[src/hdl/ubxpc_pkg.sv]
// ----------------------------------------------------------------------------
// ubxpc_pkg
// Shared types and constants for the UBX NAV-POSLLH frame checker.
// ----------------------------------------------------------------------------
package ubxpc_pkg;

  localparam int unsigned ByteW      = 8;
  // first captured frame index and number of captured field bytes
  localparam int unsigned FieldFirst = 2;
  localparam int unsigned FieldBytes = 32;
  localparam int unsigned FieldW     = FieldBytes * ByteW;

  // per-beat control shared by every capture cell
  typedef struct packed {
    logic beat;   // input beat accepted this cycle
    logic last;   // accepted beat closes the frame
  } cell_ctrl_t;

  // frame status from the checksum/position unit
  typedef struct packed {
    logic tok_start;  // next byte is the first field byte
    logic chk_ok;     // both trailing bytes match the sums
    logic too_long;   // frame ran past the maximum length
  } frame_stat_t;

endpackage

[src/hdl/ubxpc_cell.sv]
// ----------------------------------------------------------------------------
// ubxpc_cell
// One field-capture cell: holds a byte and a capture token that walks the row.
// ----------------------------------------------------------------------------
module ubxpc_cell (
  input  logic                          clk_i,
  input  logic                          rst_ni,
  input  ubxpc_pkg::cell_ctrl_t         ctrl_i,
  input  logic [ubxpc_pkg::ByteW-1:0]   rx_byte_i,
  input  logic                          tok_i,
  output logic                          tok_o,
  output logic [ubxpc_pkg::ByteW-1:0]   view_o
);

  logic                        tok_q, tok_d;
  logic [ubxpc_pkg::ByteW-1:0] byte_q, byte_d;

  // capture when the token sits here; token moves one cell per beat
  always_comb begin
    tok_d  = tok_q;
    byte_d = byte_q;
    if (ctrl_i.beat) begin
      if (ctrl_i.last) begin
        tok_d  = 1'b0;
        byte_d = '0;
      end else begin
        tok_d = tok_i;
        if (tok_q) begin
          byte_d = rx_byte_i;
        end
      end
    end
  end

  always_ff @(posedge clk_i or negedge rst_ni) begin
    if (!rst_ni) begin
      tok_q  <= 1'b0;
      byte_q <= '0;
    end else begin
      tok_q  <= tok_d;
      byte_q <= byte_d;
    end
  end

  // the closing byte itself may land in this cell
  assign view_o = tok_q ? rx_byte_i : byte_q;
  assign tok_o  = tok_q;

endmodule

[src/hdl/ubxpc_fletcher.sv]
// ----------------------------------------------------------------------------
// ubxpc_fletcher
// Byte position, two-byte delay line and the 8-bit Fletcher sums.
// ----------------------------------------------------------------------------
module ubxpc_fletcher #(
  parameter int unsigned MAX_FRAME = 255
) (
  input  logic                          clk_i,
  input  logic                          rst_ni,
  input  ubxpc_pkg::cell_ctrl_t         ctrl_i,
  input  logic [ubxpc_pkg::ByteW-1:0]   rx_byte_i,
  output ubxpc_pkg::frame_stat_t        stat_o
);

  localparam int unsigned PosW = $clog2(MAX_FRAME + 1);
  localparam logic [PosW-1:0] PosMax = PosW'(MAX_FRAME);

  logic [PosW-1:0]             pos_q, pos_d;
  logic [ubxpc_pkg::ByteW-1:0] sum_a_q, sum_a_d, sum_b_q, sum_b_d;
  logic [ubxpc_pkg::ByteW-1:0] rb0_q, rb0_d, rb1_q, rb1_d;
  logic [ubxpc_pkg::ByteW-1:0] sum_a_new, sum_b_new;

  // byte two places back is now known to be inside the checksum span
  assign sum_a_new = (pos_q >= PosW'(4)) ? (sum_a_q + rb1_q) : sum_a_q;
  assign sum_b_new = (pos_q >= PosW'(4)) ? (sum_b_q + sum_a_new) : sum_b_q;

  always_comb begin
    pos_d   = pos_q;
    sum_a_d = sum_a_q;
    sum_b_d = sum_b_q;
    rb0_d   = rb0_q;
    rb1_d   = rb1_q;
    if (ctrl_i.beat) begin
      if (ctrl_i.last) begin
        pos_d   = '0;
        sum_a_d = '0;
        sum_b_d = '0;
        rb0_d   = '0;
        rb1_d   = '0;
      end else begin
        sum_a_d = sum_a_new;
        sum_b_d = sum_b_new;
        rb1_d   = rb0_q;
        rb0_d   = rx_byte_i;
        pos_d   = (pos_q < PosMax) ? pos_q + PosW'(1) : PosMax;
      end
    end
  end

  always_ff @(posedge clk_i or negedge rst_ni) begin
    if (!rst_ni) begin
      pos_q   <= '0;
      sum_a_q <= '0;
      sum_b_q <= '0;
      rb0_q   <= '0;
      rb1_q   <= '0;
    end else begin
      pos_q   <= pos_d;
      sum_a_q <= sum_a_d;
      sum_b_q <= sum_b_d;
      rb0_q   <= rb0_d;
      rb1_q   <= rb1_d;
    end
  end

  // verdict for a closing byte arriving now
  assign stat_o.tok_start = (pos_q == PosW'(ubxpc_pkg::FieldFirst - 1));
  assign stat_o.chk_ok    = (pos_q >= PosW'(3)) && (sum_a_new == rb0_q) &&
                            (sum_b_new == rx_byte_i);
  assign stat_o.too_long  = (pos_q >= PosMax);

endmodule

[src/hdl/ubx_posllh_frame_checker_core.sv]
// ----------------------------------------------------------------------------
// ubx_posllh_frame_checker_core
// UBX NAV-POSLLH frame checker: Fletcher checksum and field unpacking.
// ----------------------------------------------------------------------------
// Usage:
//   Input channel (in_valid_i/in_ready_o) carries one frame byte per beat,
//   with frame_end_i set on the frame's last byte. Output channel
//   (out_valid_o/out_ready_i) carries one verdict beat per frame: checksum
//   result, unpacked little-endian fields and a too-long flag.
//   Field bytes sit in a row of 32 capture cells; a one-hot token walks the
//   row one cell per beat. Throughput: one byte per cycle while no verdict
//   is stalled at the output. Latency: the verdict is registered and shows
//   on the cycle after the closing byte is accepted.
//   The next frame's bytes keep flowing as long as each verdict is taken
//   in the cycle it shows.
//   Stall: when out_valid_o is high and out_ready_i low, in_ready_o drops
//   and holds the input side; nothing is lost.
//   Reset: rst_ni clears the sums, position, capture row and output valid.
// ----------------------------------------------------------------------------
module ubx_posllh_frame_checker_core #(
  parameter int unsigned MAX_FRAME = 255
) (
  input  logic               clk_i,
  input  logic               rst_ni,
  input  logic               in_valid_i,
  output logic               in_ready_o,
  input  logic [7:0]         rx_byte_i,
  input  logic               frame_end_i,
  output logic               out_valid_o,
  input  logic               out_ready_i,
  output logic               checksum_ok_o,
  output logic [7:0]         msg_class_o,
  output logic [7:0]         msg_id_o,
  output logic [15:0]        payload_length_o,
  output logic [31:0]        time_of_week_o,
  output logic signed [31:0] longitude_o,
  output logic signed [31:0] latitude_o,
  output logic signed [31:0] height_ellipsoid_o,
  output logic signed [31:0] height_sea_level_o,
  output logic [31:0]        horiz_accuracy_o,
  output logic [31:0]        vert_accuracy_o,
  output logic               frame_too_long_o
);

  localparam int unsigned NCell = ubxpc_pkg::FieldBytes;
  localparam int unsigned BW    = ubxpc_pkg::ByteW;

  ubxpc_pkg::cell_ctrl_t     ctrl;
  ubxpc_pkg::frame_stat_t    stat;
  logic [NCell:0]            tok;
  logic [ubxpc_pkg::FieldW-1:0] views;
  logic                      beat;
  logic                      out_valid_q, out_valid_d;

  assign in_ready_o = !out_valid_q || out_ready_i;
  assign beat       = in_valid_i && in_ready_o;
  assign ctrl.beat  = beat;
  assign ctrl.last  = frame_end_i;

  // checksum and position
  ubxpc_fletcher #(
    .MAX_FRAME(MAX_FRAME)
  ) u_fletcher (
    .clk_i    (clk_i),
    .rst_ni   (rst_ni),
    .ctrl_i   (ctrl),
    .rx_byte_i(rx_byte_i),
    .stat_o   (stat)
  );

  // row of capture cells, byte k of the row holds frame index k+2
  assign tok[0] = stat.tok_start;
  for (genvar k = 0; k < NCell; k++) begin : g_cell
    ubxpc_cell u_cell (
      .clk_i    (clk_i),
      .rst_ni   (rst_ni),
      .ctrl_i   (ctrl),
      .rx_byte_i(rx_byte_i),
      .tok_i    (tok[k]),
      .tok_o    (tok[k+1]),
      .view_o   (views[k*BW +: BW])
    );
  end

  // output valid
  always_comb begin
    out_valid_d = out_valid_q;
    if (beat && frame_end_i) begin
      out_valid_d = 1'b1;
    end else if (out_ready_i) begin
      out_valid_d = 1'b0;
    end
  end

  always_ff @(posedge clk_i or negedge rst_ni) begin
    if (!rst_ni) begin
      out_valid_q <= 1'b0;
    end else begin
      out_valid_q <= out_valid_d;
    end
  end

  // output payload, loaded on the closing byte
  always_ff @(posedge clk_i) begin
    if (beat && frame_end_i) begin
      checksum_ok_o      <= stat.chk_ok;
      frame_too_long_o   <= stat.too_long;
      msg_class_o        <= views[7:0];
      msg_id_o           <= views[15:8];
      payload_length_o   <= views[31:16];
      time_of_week_o     <= views[63:32];
      longitude_o        <= views[95:64];
      latitude_o         <= views[127:96];
      height_ellipsoid_o <= views[159:128];
      height_sea_level_o <= views[191:160];
      horiz_accuracy_o   <= views[223:192];
      vert_accuracy_o    <= views[255:224];
    end
  end

  assign out_valid_o = out_valid_q;

endmodule

[config.mk]
export PLATFORM = sky130hd
export DESIGN_NAME = ubx_posllh_frame_checker_core
export DESIGN_NICKNAME = d
export VERILOG_FILES = /design/src/hdl/ubxpc_pkg.sv /design/src/hdl/ubxpc_cell.sv /design/src/hdl/ubxpc_fletcher.sv /design/src/hdl/ubx_posllh_frame_checker_core.sv
export SDC_FILE = /design/constraint.sdc
export NUM_CORES = 1
export LEC_CHECK = 0
export BUFFER_PORTS_ARGS = -buffer_cell sky130_fd_sc_hd__buf_4
export CORE_ASPECT_RATIO = 0.75
export CORE_MARGIN = 2
export CORE_UTILIZATION = 59
export DETAILED_ROUTE_END_ITERATION = 8
export GPL_ROUTABILITY_DRIVEN = 0
export PLACE_DENSITY = 0.86
export REMOVE_ABC_BUFFERS = 1
export SLEW_MARGIN = 20
export SYNTH_ARGS = -nofsm -noshare
export SYNTH_HDL_FRONTEND = slang
export SYNTH_SLANG_ARGS = --single-unit
[constraint.sdc]
create_clock -name clk_i -period 16.8 [get_ports clk_i]
set_input_delay 2.52 -clock clk_i [delete_from_list [all_inputs] [get_ports clk_i]]
set_output_delay 2.52 -clock clk_i [all_outputs]
set_load 0.005 [all_outputs]
# == After elaboration in Yosys (flattened, before gate mapping) ==
# Cells that the tools add are included.
# word_totals
regBits,587
word_cells,205
# op_classes
addsub,3
magnitude_cmp,4
n_eq_ne,3
n_mux,106
n_reduce_logical,7
# op_table
cell,n
$mux W8,72
$mux W1,34
$add A8 B8 Y8,2
$eq A8 B8 Y1,2
$add A8 B1 Y8 const B,1
$eq A8 B1 Y1 const B,1
$ge A8 B2 Y1 const B,1
$ge A8 B3 Y1 const B,1
$ge A8 B8 Y1 const B,1
$lt A8 B8 Y1 const B,1
$logic_and A1 B1 Y1,4
$reduce_bool A2 Y1,1
$logic_not A1 Y1,1
$logic_or A1 B1 Y1,1

# == Logic depth before layout (Yosys ltp) ==
# Gate-level depths: netlist of run 1.
# depth
word_depth,6
depth_mapped,17
depth_no_buf,16

# == Modules after synthesis ==
# A second synthesis of run 1 with hierarchy kept.
# unflattened
hier_cells,2067
area_unflattened_um2,28671.2
# by_module_without_submodules
module,instances,cells_per_inst,area_each_um2,seq_area_each_um2
ubxpc_cell,32,46,560.5,225.2
ubx_posllh_frame_checker_core,1,264,7816.2,7772.5
ubxpc_fletcher,1,331,2917.8,1001.0

# == Least setup slack after synthesis of run 1 ==
# No wires, ideal clock.
# synth_path
kind,input to register
start,input port frame_end_i
end,"register checksum_ok_o, enable pin"
setup_ns,0.883
arrival_ns,14.231
required_ns,15.917
setup_slack_ns,1.686
path_stages,6
n_path_buf,4
path_cell_list,clkbuf_1 clkbuf_1 inv_1 clkbuf_1 clkbuf_1 nor2_1
# synth_between
elab_chain_cells,1
# synth_rtl
element,line_no,rtl
"start, declared",ubx_posllh_frame_checker_core.sv:28,"input logic frame_end_i,"
$logic_and A1 B1 Y1,ubx_posllh_frame_checker_core.sv:105,if (beat && frame_end_i) begin
"end signal, assigned",ubx_posllh_frame_checker_core.sv:106,checksum_ok_o <= stat.chk_ok;
"end, declared",ubx_posllh_frame_checker_core.sv:31,"output logic checksum_ok_o,"
# No other way between the ends.
# A chain may end at the register's enable or synchronous reset.

# == Worst setup path in the final report of run 1 ==
# layout_path
start,input port out_ready_i
end,output port in_ready_o
# layout_between
elab_chain_cells,1
# layout_rtl
element,line_no,rtl
"start, declared",ubx_posllh_frame_checker_core.sv:30,"input logic out_ready_i,"
$logic_or A1 B1 Y1,ubx_posllh_frame_checker_core.sv:55,assign in_ready_o = !out_valid_q || out_ready_i;
"end, declared",ubx_posllh_frame_checker_core.sv:26,"output logic in_ready_o,"
# No other way between the ends.

==> flow_summary.toml, run 1 <==
[synthesis]
synthTopCellsByArea = "dfrtp_1 33%, edfxtp_1 31%, mux2_2 12%, nand2_1 9.5%, o21ai_0 5.9%"
synth_most_common_cell = "nand2_1"
synthMuxAreaShare_pct = 11.7
synth-main-ff-cell = "dfrtp_1"
synth_top_family_by_area = "simple AND/OR/NAND/NOR gates"
yosysTopAreaCell = "dfrtp_1"
synth-xor-area-share_pct = 1.05
async_reset_ff_share_pct = 56.0
syn-cell-area_mm2 = 0.0250
synth_common_cells = "634 x nand2_1, 329 x dfrtp_1, 292 x o21ai_0"
synth_edf_count = 258
synth_cell_types = 50
synth_warnings = 0
synth_top_area_share_pct = 33.0
synth.ff_latch_count = 587
synth_simple_gate_area_share_pct = 11.8
ys_seq_area_share_pct = 64.0
synth_cells = 2169
synth-adder-area-share_pct = 1.01
syn_avg_cell_area_um2 = 11.5
synth_compound_area_share_pct = 7.70

[sta]
finalWorstSetupSlack_ns = 11.26
hold_viol = 0
finClkSkew_ns = 0.0112
finalCritPeriodShare_pct = 33.0
tightest_slew_ns = 1.10
rsz0062_at_grt = "no"
setup_viol = 0
period_needed_ns = 5.54
whs_ns = 0.474
fmax_ghz = 0.181
maxSlewHeadroom_pct = 26.4
drv_slew = 0

[setup_path]
worst-path-max-fanout = 4
cp_data_arrival_time_ns = 3.02
r2r-start = "u_fletcher.sum_a_q[0]"
crit_start = "out_ready_i"
worstSetupEndpointType = "output port"
criticalPathCategory = "input pin to output port"
worstPathRequired_ns = 14.28
startpoint_type = "input pin"

[placed_design]
dp_hpwl_mm = 35.2
port_buffers = 272
placed_cells = 2854
dp_slack_ns = 11.27
post_dp_cell_area_mm2 = 0.0272

[global_routing]
grt_pass1_wl_mm = 95.4
gr-usage-all-layers_pct = 27.8
grt_max_degree = 120
grt_pass1_vias = 17400
grt.overflow.total = 0
antenna_found_initial = 0

[clocking]
cts.sinks = 587
cts_buffer_depth = 3
postCtsSetupRepairBufs = 0
clk_latency_ns = 0.58
ctsHtreeMaxLevel = 2
cts_made_buffers = 54
hold_buffers = 0
cts_tree = "built"
cts_resized = 0
cts-root-buf = "clkbuf_16"
path_clk_slew_ns = 0.06

[drt]
vias_per_cell = 5.90
vias = 17400
wl_per_cell_um = 20.6
drc = 0
detail-route-antenna-nets = 0
wirelength_mm = 61.0
drt-pass1-iter-count = 5
drt_iter0_drc = 2040

[die]
core_mm2 = 0.0419
die_y_um = 182
initial_core_util_pct = 59.6
die_area_mm2 = 0.0440
dieWidth_um = 241
rows = 65
ioPinCount = 273

[layout]
multi_input_area_mm2 = 0.00830
seq_area_mm2 = 0.0160
final_layout_size_suffix_gt1_share_pct = 26.7
fin_area_mm2 = 0.0290
fill_cells = 2811
antenna_cells = 0
layout.cells.non_filler = 2955
postLayoutCoreUtil_pct = 69.3
syn2layout_area_growth_pct = 16.3
layout.nets = 2373

[pwr]
pwr-share-seq_pct = 50.6
swShare_pct = 24.1
peakVddDrop_mv = 0.0740
clkPwrFrac_pct = 40.3
p_comb_share_pct = 9.1
switchingPower_w = 0.000752
power.internal_w = 0.00237
power.density_mw_per_mm2 = 108
leakagePower_nw = 12.4

[run_status]
status = "complete, no violations"

[min_path]
hp-start = "g_cell[3].u_cell.byte_q[3]"
hp-class = "flip-flop to flip-flop"

[job]
max_cap_violations = 0
placed cells by master (no fill, tap or decap), types with 3 or more instances in the layout:
master and count:
o21ai_0 292, nor2_1 18, buf_6 3, dfrtp_1 329, and3_1 3, clkbuf_1 17
a22o_1 6, clkinv_1 4, xnor2_1 24, ha_1 17, clkbuf_8 6, edfxtp_1 258
nor3_1 8, nand3_1 43, o211ai_1 5, a21o_1 3, xor2_1 6, o31ai_1 5
a21oi_1 18, nand2b_1 3, or3_1 6, buf_4 285, mux2_2 256, o311ai_0 3
a22oi_1 4, nand2_1 633, bufinv_16 6, clkinv_2 9, mux2i_1 3, a31oi_1 3
nand4_1 7, inv_1 9, o21a_1 5, clkbuf_16 56
layer usage:
metal | track usage, % | part of all wire [%] | up-vias
met2 | 43.4 | 48 | 785
met5 | 0 | 0 | -
li1 | - | - | 7823
met4 | 8.42 | 2.6 | 0
met3 | 5.90 | 8.7 | 138
met1 | 39.5 | 41 | 8679
power by group through the flow:
stage	logic (W)	clock network, W	registers (W)
detailed placement	0.000283	0	0.00161
CTS	0.000284	0.00128	0.00158
global route	0.000314	0.00133	0.00158
finish	0.000286	0.00126	0.00158
global placement	0.000272	0	0.00161
floorplan	0.000152	0	0.00162
kinds of logic (layout without fill, tap and decap cells):
family          count (synthesis)  after routing
fa+ha+maj                      19             19
xor+xnor                       30             30
simple gates                  736            736
flops                         587            587
buf+inv                       183            400
mux                           259            259
compound gates                355            355
state kept, by name, summed over array words and instances, names as in the netlist, 16 cells and up:
signal,count
horiz_accuracy_o,32
g_cell.u_cell.byte_q,256
time_of_week_o,32
latitude_o,32
payload_length_o,16
vert_accuracy_o,32
height_ellipsoid_o,32
longitude_o,32
g_cell.u_cell.tok_o,32
height_sea_level_o,32
worst paths after layout:
path	slack, ns	depth (start not counted)	end
hold reg to reg	0.47	2	g_cell[3].u_cell.byte_q[3]
min in group asynchronous	2.02	1	g_cell[8].u_cell.byte_q[3]
hold / removal	0.47	2	g_cell[3].u_cell.byte_q[3]
setup / recovery	11.26	3	in_ready_o
setup reg to reg	12.34	13	checksum_ok_o
max in group asynchronous	12.46	3	g_cell[2].u_cell.byte_q[2]
stage by stage:
stage / setup TNS (ns) / total power [W]
6_report: 0 / 0.00313
5_1_grt: 0 / 0.00323
4_1_cts: 0 / 0.00314
3_5_place_dp: 0 / 0.00189
3_3_place_gp: 0 / 0.00188
2_1_floorplan: -2986.28 / 0.00177
cell type report:
cell class	instances	share of cell area, %
flip-flops and latches	587	55.0
clock buffers	79	5.33
multi-input cells	1399	28.6
inverters	10	0.129
repair buffers	289	7.54
well taps	569	2.45
clock inverters	22	0.918
worst max-delay path, stage by stage:
cell and delay, ns:
buf_4 0.10, nand2b_1 0.21, buf_4 0.18
(Power assumes the default switching activity.)
==> run 2, diff against run 1 <==
--- a/config.mk
+++ b/config.mk
@@ -8,10 +8,10 @@
 export BUFFER_PORTS_ARGS = -buffer_cell sky130_fd_sc_hd__buf_4
 export CORE_ASPECT_RATIO = 0.75
 export CORE_MARGIN = 2
-export CORE_UTILIZATION = 59
+export CORE_UTILIZATION = 53
 export DETAILED_ROUTE_END_ITERATION = 8
 export GPL_ROUTABILITY_DRIVEN = 0
-export PLACE_DENSITY = 0.86
+export PLACE_DENSITY = 0.82
 export REMOVE_ABC_BUFFERS = 1
 export SLEW_MARGIN = 20
 export SYNTH_ARGS = -nofsm -noshare
==> constraint.sdc (replaced) <==
create_clock -name clk_i -period 5 [get_ports clk_i]
set_input_delay 0.75 -clock clk_i [delete_from_list [all_inputs] [get_ports clk_i]]
set_output_delay 0.75 -clock clk_i [all_outputs]
set_load 0.005 [all_outputs]
==> run 2 against run 1 <==
Effect of this change:
- sequential power grew to 3.4 times the previous value
- clock-buffer cell count is 5 higher
- routed wire length is 0.20% higher
- first-iteration DRC count is 17% lower
==> flow_summary.toml, run 2 (synthesis gave the netlist of run 1 again) <==
[run_status]
status = "complete, no violations"

[setup_path]
worst-path-max-fanout = 12
worstPathRequired_ns = 5.40
criticalPathCategory = "flip-flop to flip-flop"
startpoint_type = "flip-flop"
worstSetupEndpointType = "flip-flop"
crit_start = "u_fletcher.pos_q[7]"
cp_data_arrival_time_ns = 4.81
r2r_slack_ns = 0.59
r2r-start = "u_fletcher.pos_q[7]"

[min_path]
hp-class = "input pin to async pin"

[clocking]
postCtsSetupRepairBufs = 0
cts_buffer_depth = 3
path_clk_slew_ns = 0.07
cts_made_buffers = 54
hold_buffers = 0
clk_latency_ns = 0.62
cts-root-buf = "clkbuf_16"
cts.sinks = 587
ctsHtreeMaxLevel = 2
cts_resized = 0
cts_tree = "built"

[sta]
maxSlewHeadroom_pct = 35.3
tightest_slew_ns = 0.971
finClkSkew_ns = 0.0252
whs_ns = 0.0998
period_needed_ns = 4.41
hold_viol = 0
drv_slew = 0
tns_ns = 0
finalWorstSetupSlack_ns = 0.593
fmax_ghz = 0.227
finalCritPeriodShare_pct = 88.1
rsz0062_at_grt = "no"
setup_viol = 0

[die]
rows = 68
initial_core_util_pct = 53.9
ioPinCount = 273
die_y_um = 192
dieWidth_um = 255
core_mm2 = 0.0463
die_area_mm2 = 0.0489

[drt]
detail-route-antenna-nets = 0
wl_per_cell_um = 20.3
drc = 0
drt-pass1-iter-count = 6
drt_iter0_drc = 1692
vias = 17400
wirelength_mm = 61.1
vias_per_cell = 5.75

[pwr]
leakagePower_nw = 12.3
power.density_mw_per_mm2 = 358
peakVddDrop_mv = 0.252

[global_routing]
grt_pass1_wl_mm = 96.2
grt.overflow.total = 0
gr-usage-all-layers_pct = 25.2
antenna_found_initial = 0
grt_pass1_vias = 17500
grt_max_degree = 136

[placed_design]
dp_slack_ns = 0.736
dp_hpwl_mm = 35.7
port_buffers = 272

[job]
max_cap_violations = 0

[layout]
top_register = "g_cell.u_cell.byte_q"
final_common_cell = "nand2_1"
fill_cells = 3498
syn2layout_area_growth_pct = 16.8
layout.nets = 2375
largest_reg_flops = 256
postLayoutCoreUtil_pct = 63.0
final_cell_mix = "633 x nand2_1, 329 x dfrtp_1, 292 x o21ai_0"
antenna_cells = 0
final_layout_size_suffix_gt1_share_pct = 26.5
seq_area_mm2 = 0.0160
multi_input_area_mm2 = 0.00830
[run 2: cell count changes in the layout (fill, tap and decap cells not counted), moves of 2 or more]
cell       change
buf_12         +7
clkbuf_1       +7
clkinv_2       -4
buf_4          -3
buf_6          -2
bufinv_16      -2
[run 2: area by class of cell]
class	count	share of cell area (%)
clock buffers	84	5.27
clock inverters	18	0.738
inverters	10	0.129
multi-input cells	1399	28.5
flip-flops and latches	587	54.8
well taps	630	2.70
repair buffers	291	7.84
[run 2: stage by stage]
step / std cells / area [µm²] / total power (W)
6_report: 3019 / 29100 / 0.0104
4_1_cts: 3019 / 29100 / 0.0105
5_1_grt: 3019 / 29100 / 0.0108
2_1_floorplan: 1996 / 24300 / 0.00594
3_3_place_gp: 2917 / 27400 / 0.00633
3_5_place_dp: 2917 / 27400 / 0.00638
[run 2: worst max-delay path, stage by stage (launching register included)]
cell and delay (ns):
dfrtp_1 0.43, nor4_1 0.75, nand2_1 0.49, nand2_1 0.17, nand2_1 0.11, ha_1 0.25
inv_1 0.08, fa_1 0.45, o21ai_0 0.12, a21oi_1 0.11, a211oi_1 0.19, nand4_1 0.11
or4_1 0.56, a2111oi_2 0.36
[run 2: metal layers]
layer  GRT usage (%)  up-vias  wire [µm]
li1                -     7827          -
met1            35.9     8642      25800
met2            39.2      779      28400
met3            5.27      125       5350
met4            8.01        0       1610
met5               0        -          0
[run 2: path summary, 6_finish.rpt]
path                                              end  cells past startpoint
min                        g_cell[3].u_cell.byte_q[0]                      1
min in group clk_i         g_cell[4].u_cell.byte_q[5]                      2
max reg2reg                             checksum_ok_o                     13
min reg2reg                g_cell[4].u_cell.byte_q[5]                      2
max in group asynchronous     g_cell[13].u_cell.tok_o                      2
max                                     checksum_ok_o                     13
[run 2: where the power goes]
part / internal, W / leakage, nW / switching (W)
combinational: 0.000338 / 4.44 / 0.000640
sequential: 0.00519 / 7.06 / 0.000124
clock: 0.00233 / 0.851 / 0.00180
total: 0.00786 / 12.3 / 0.00256
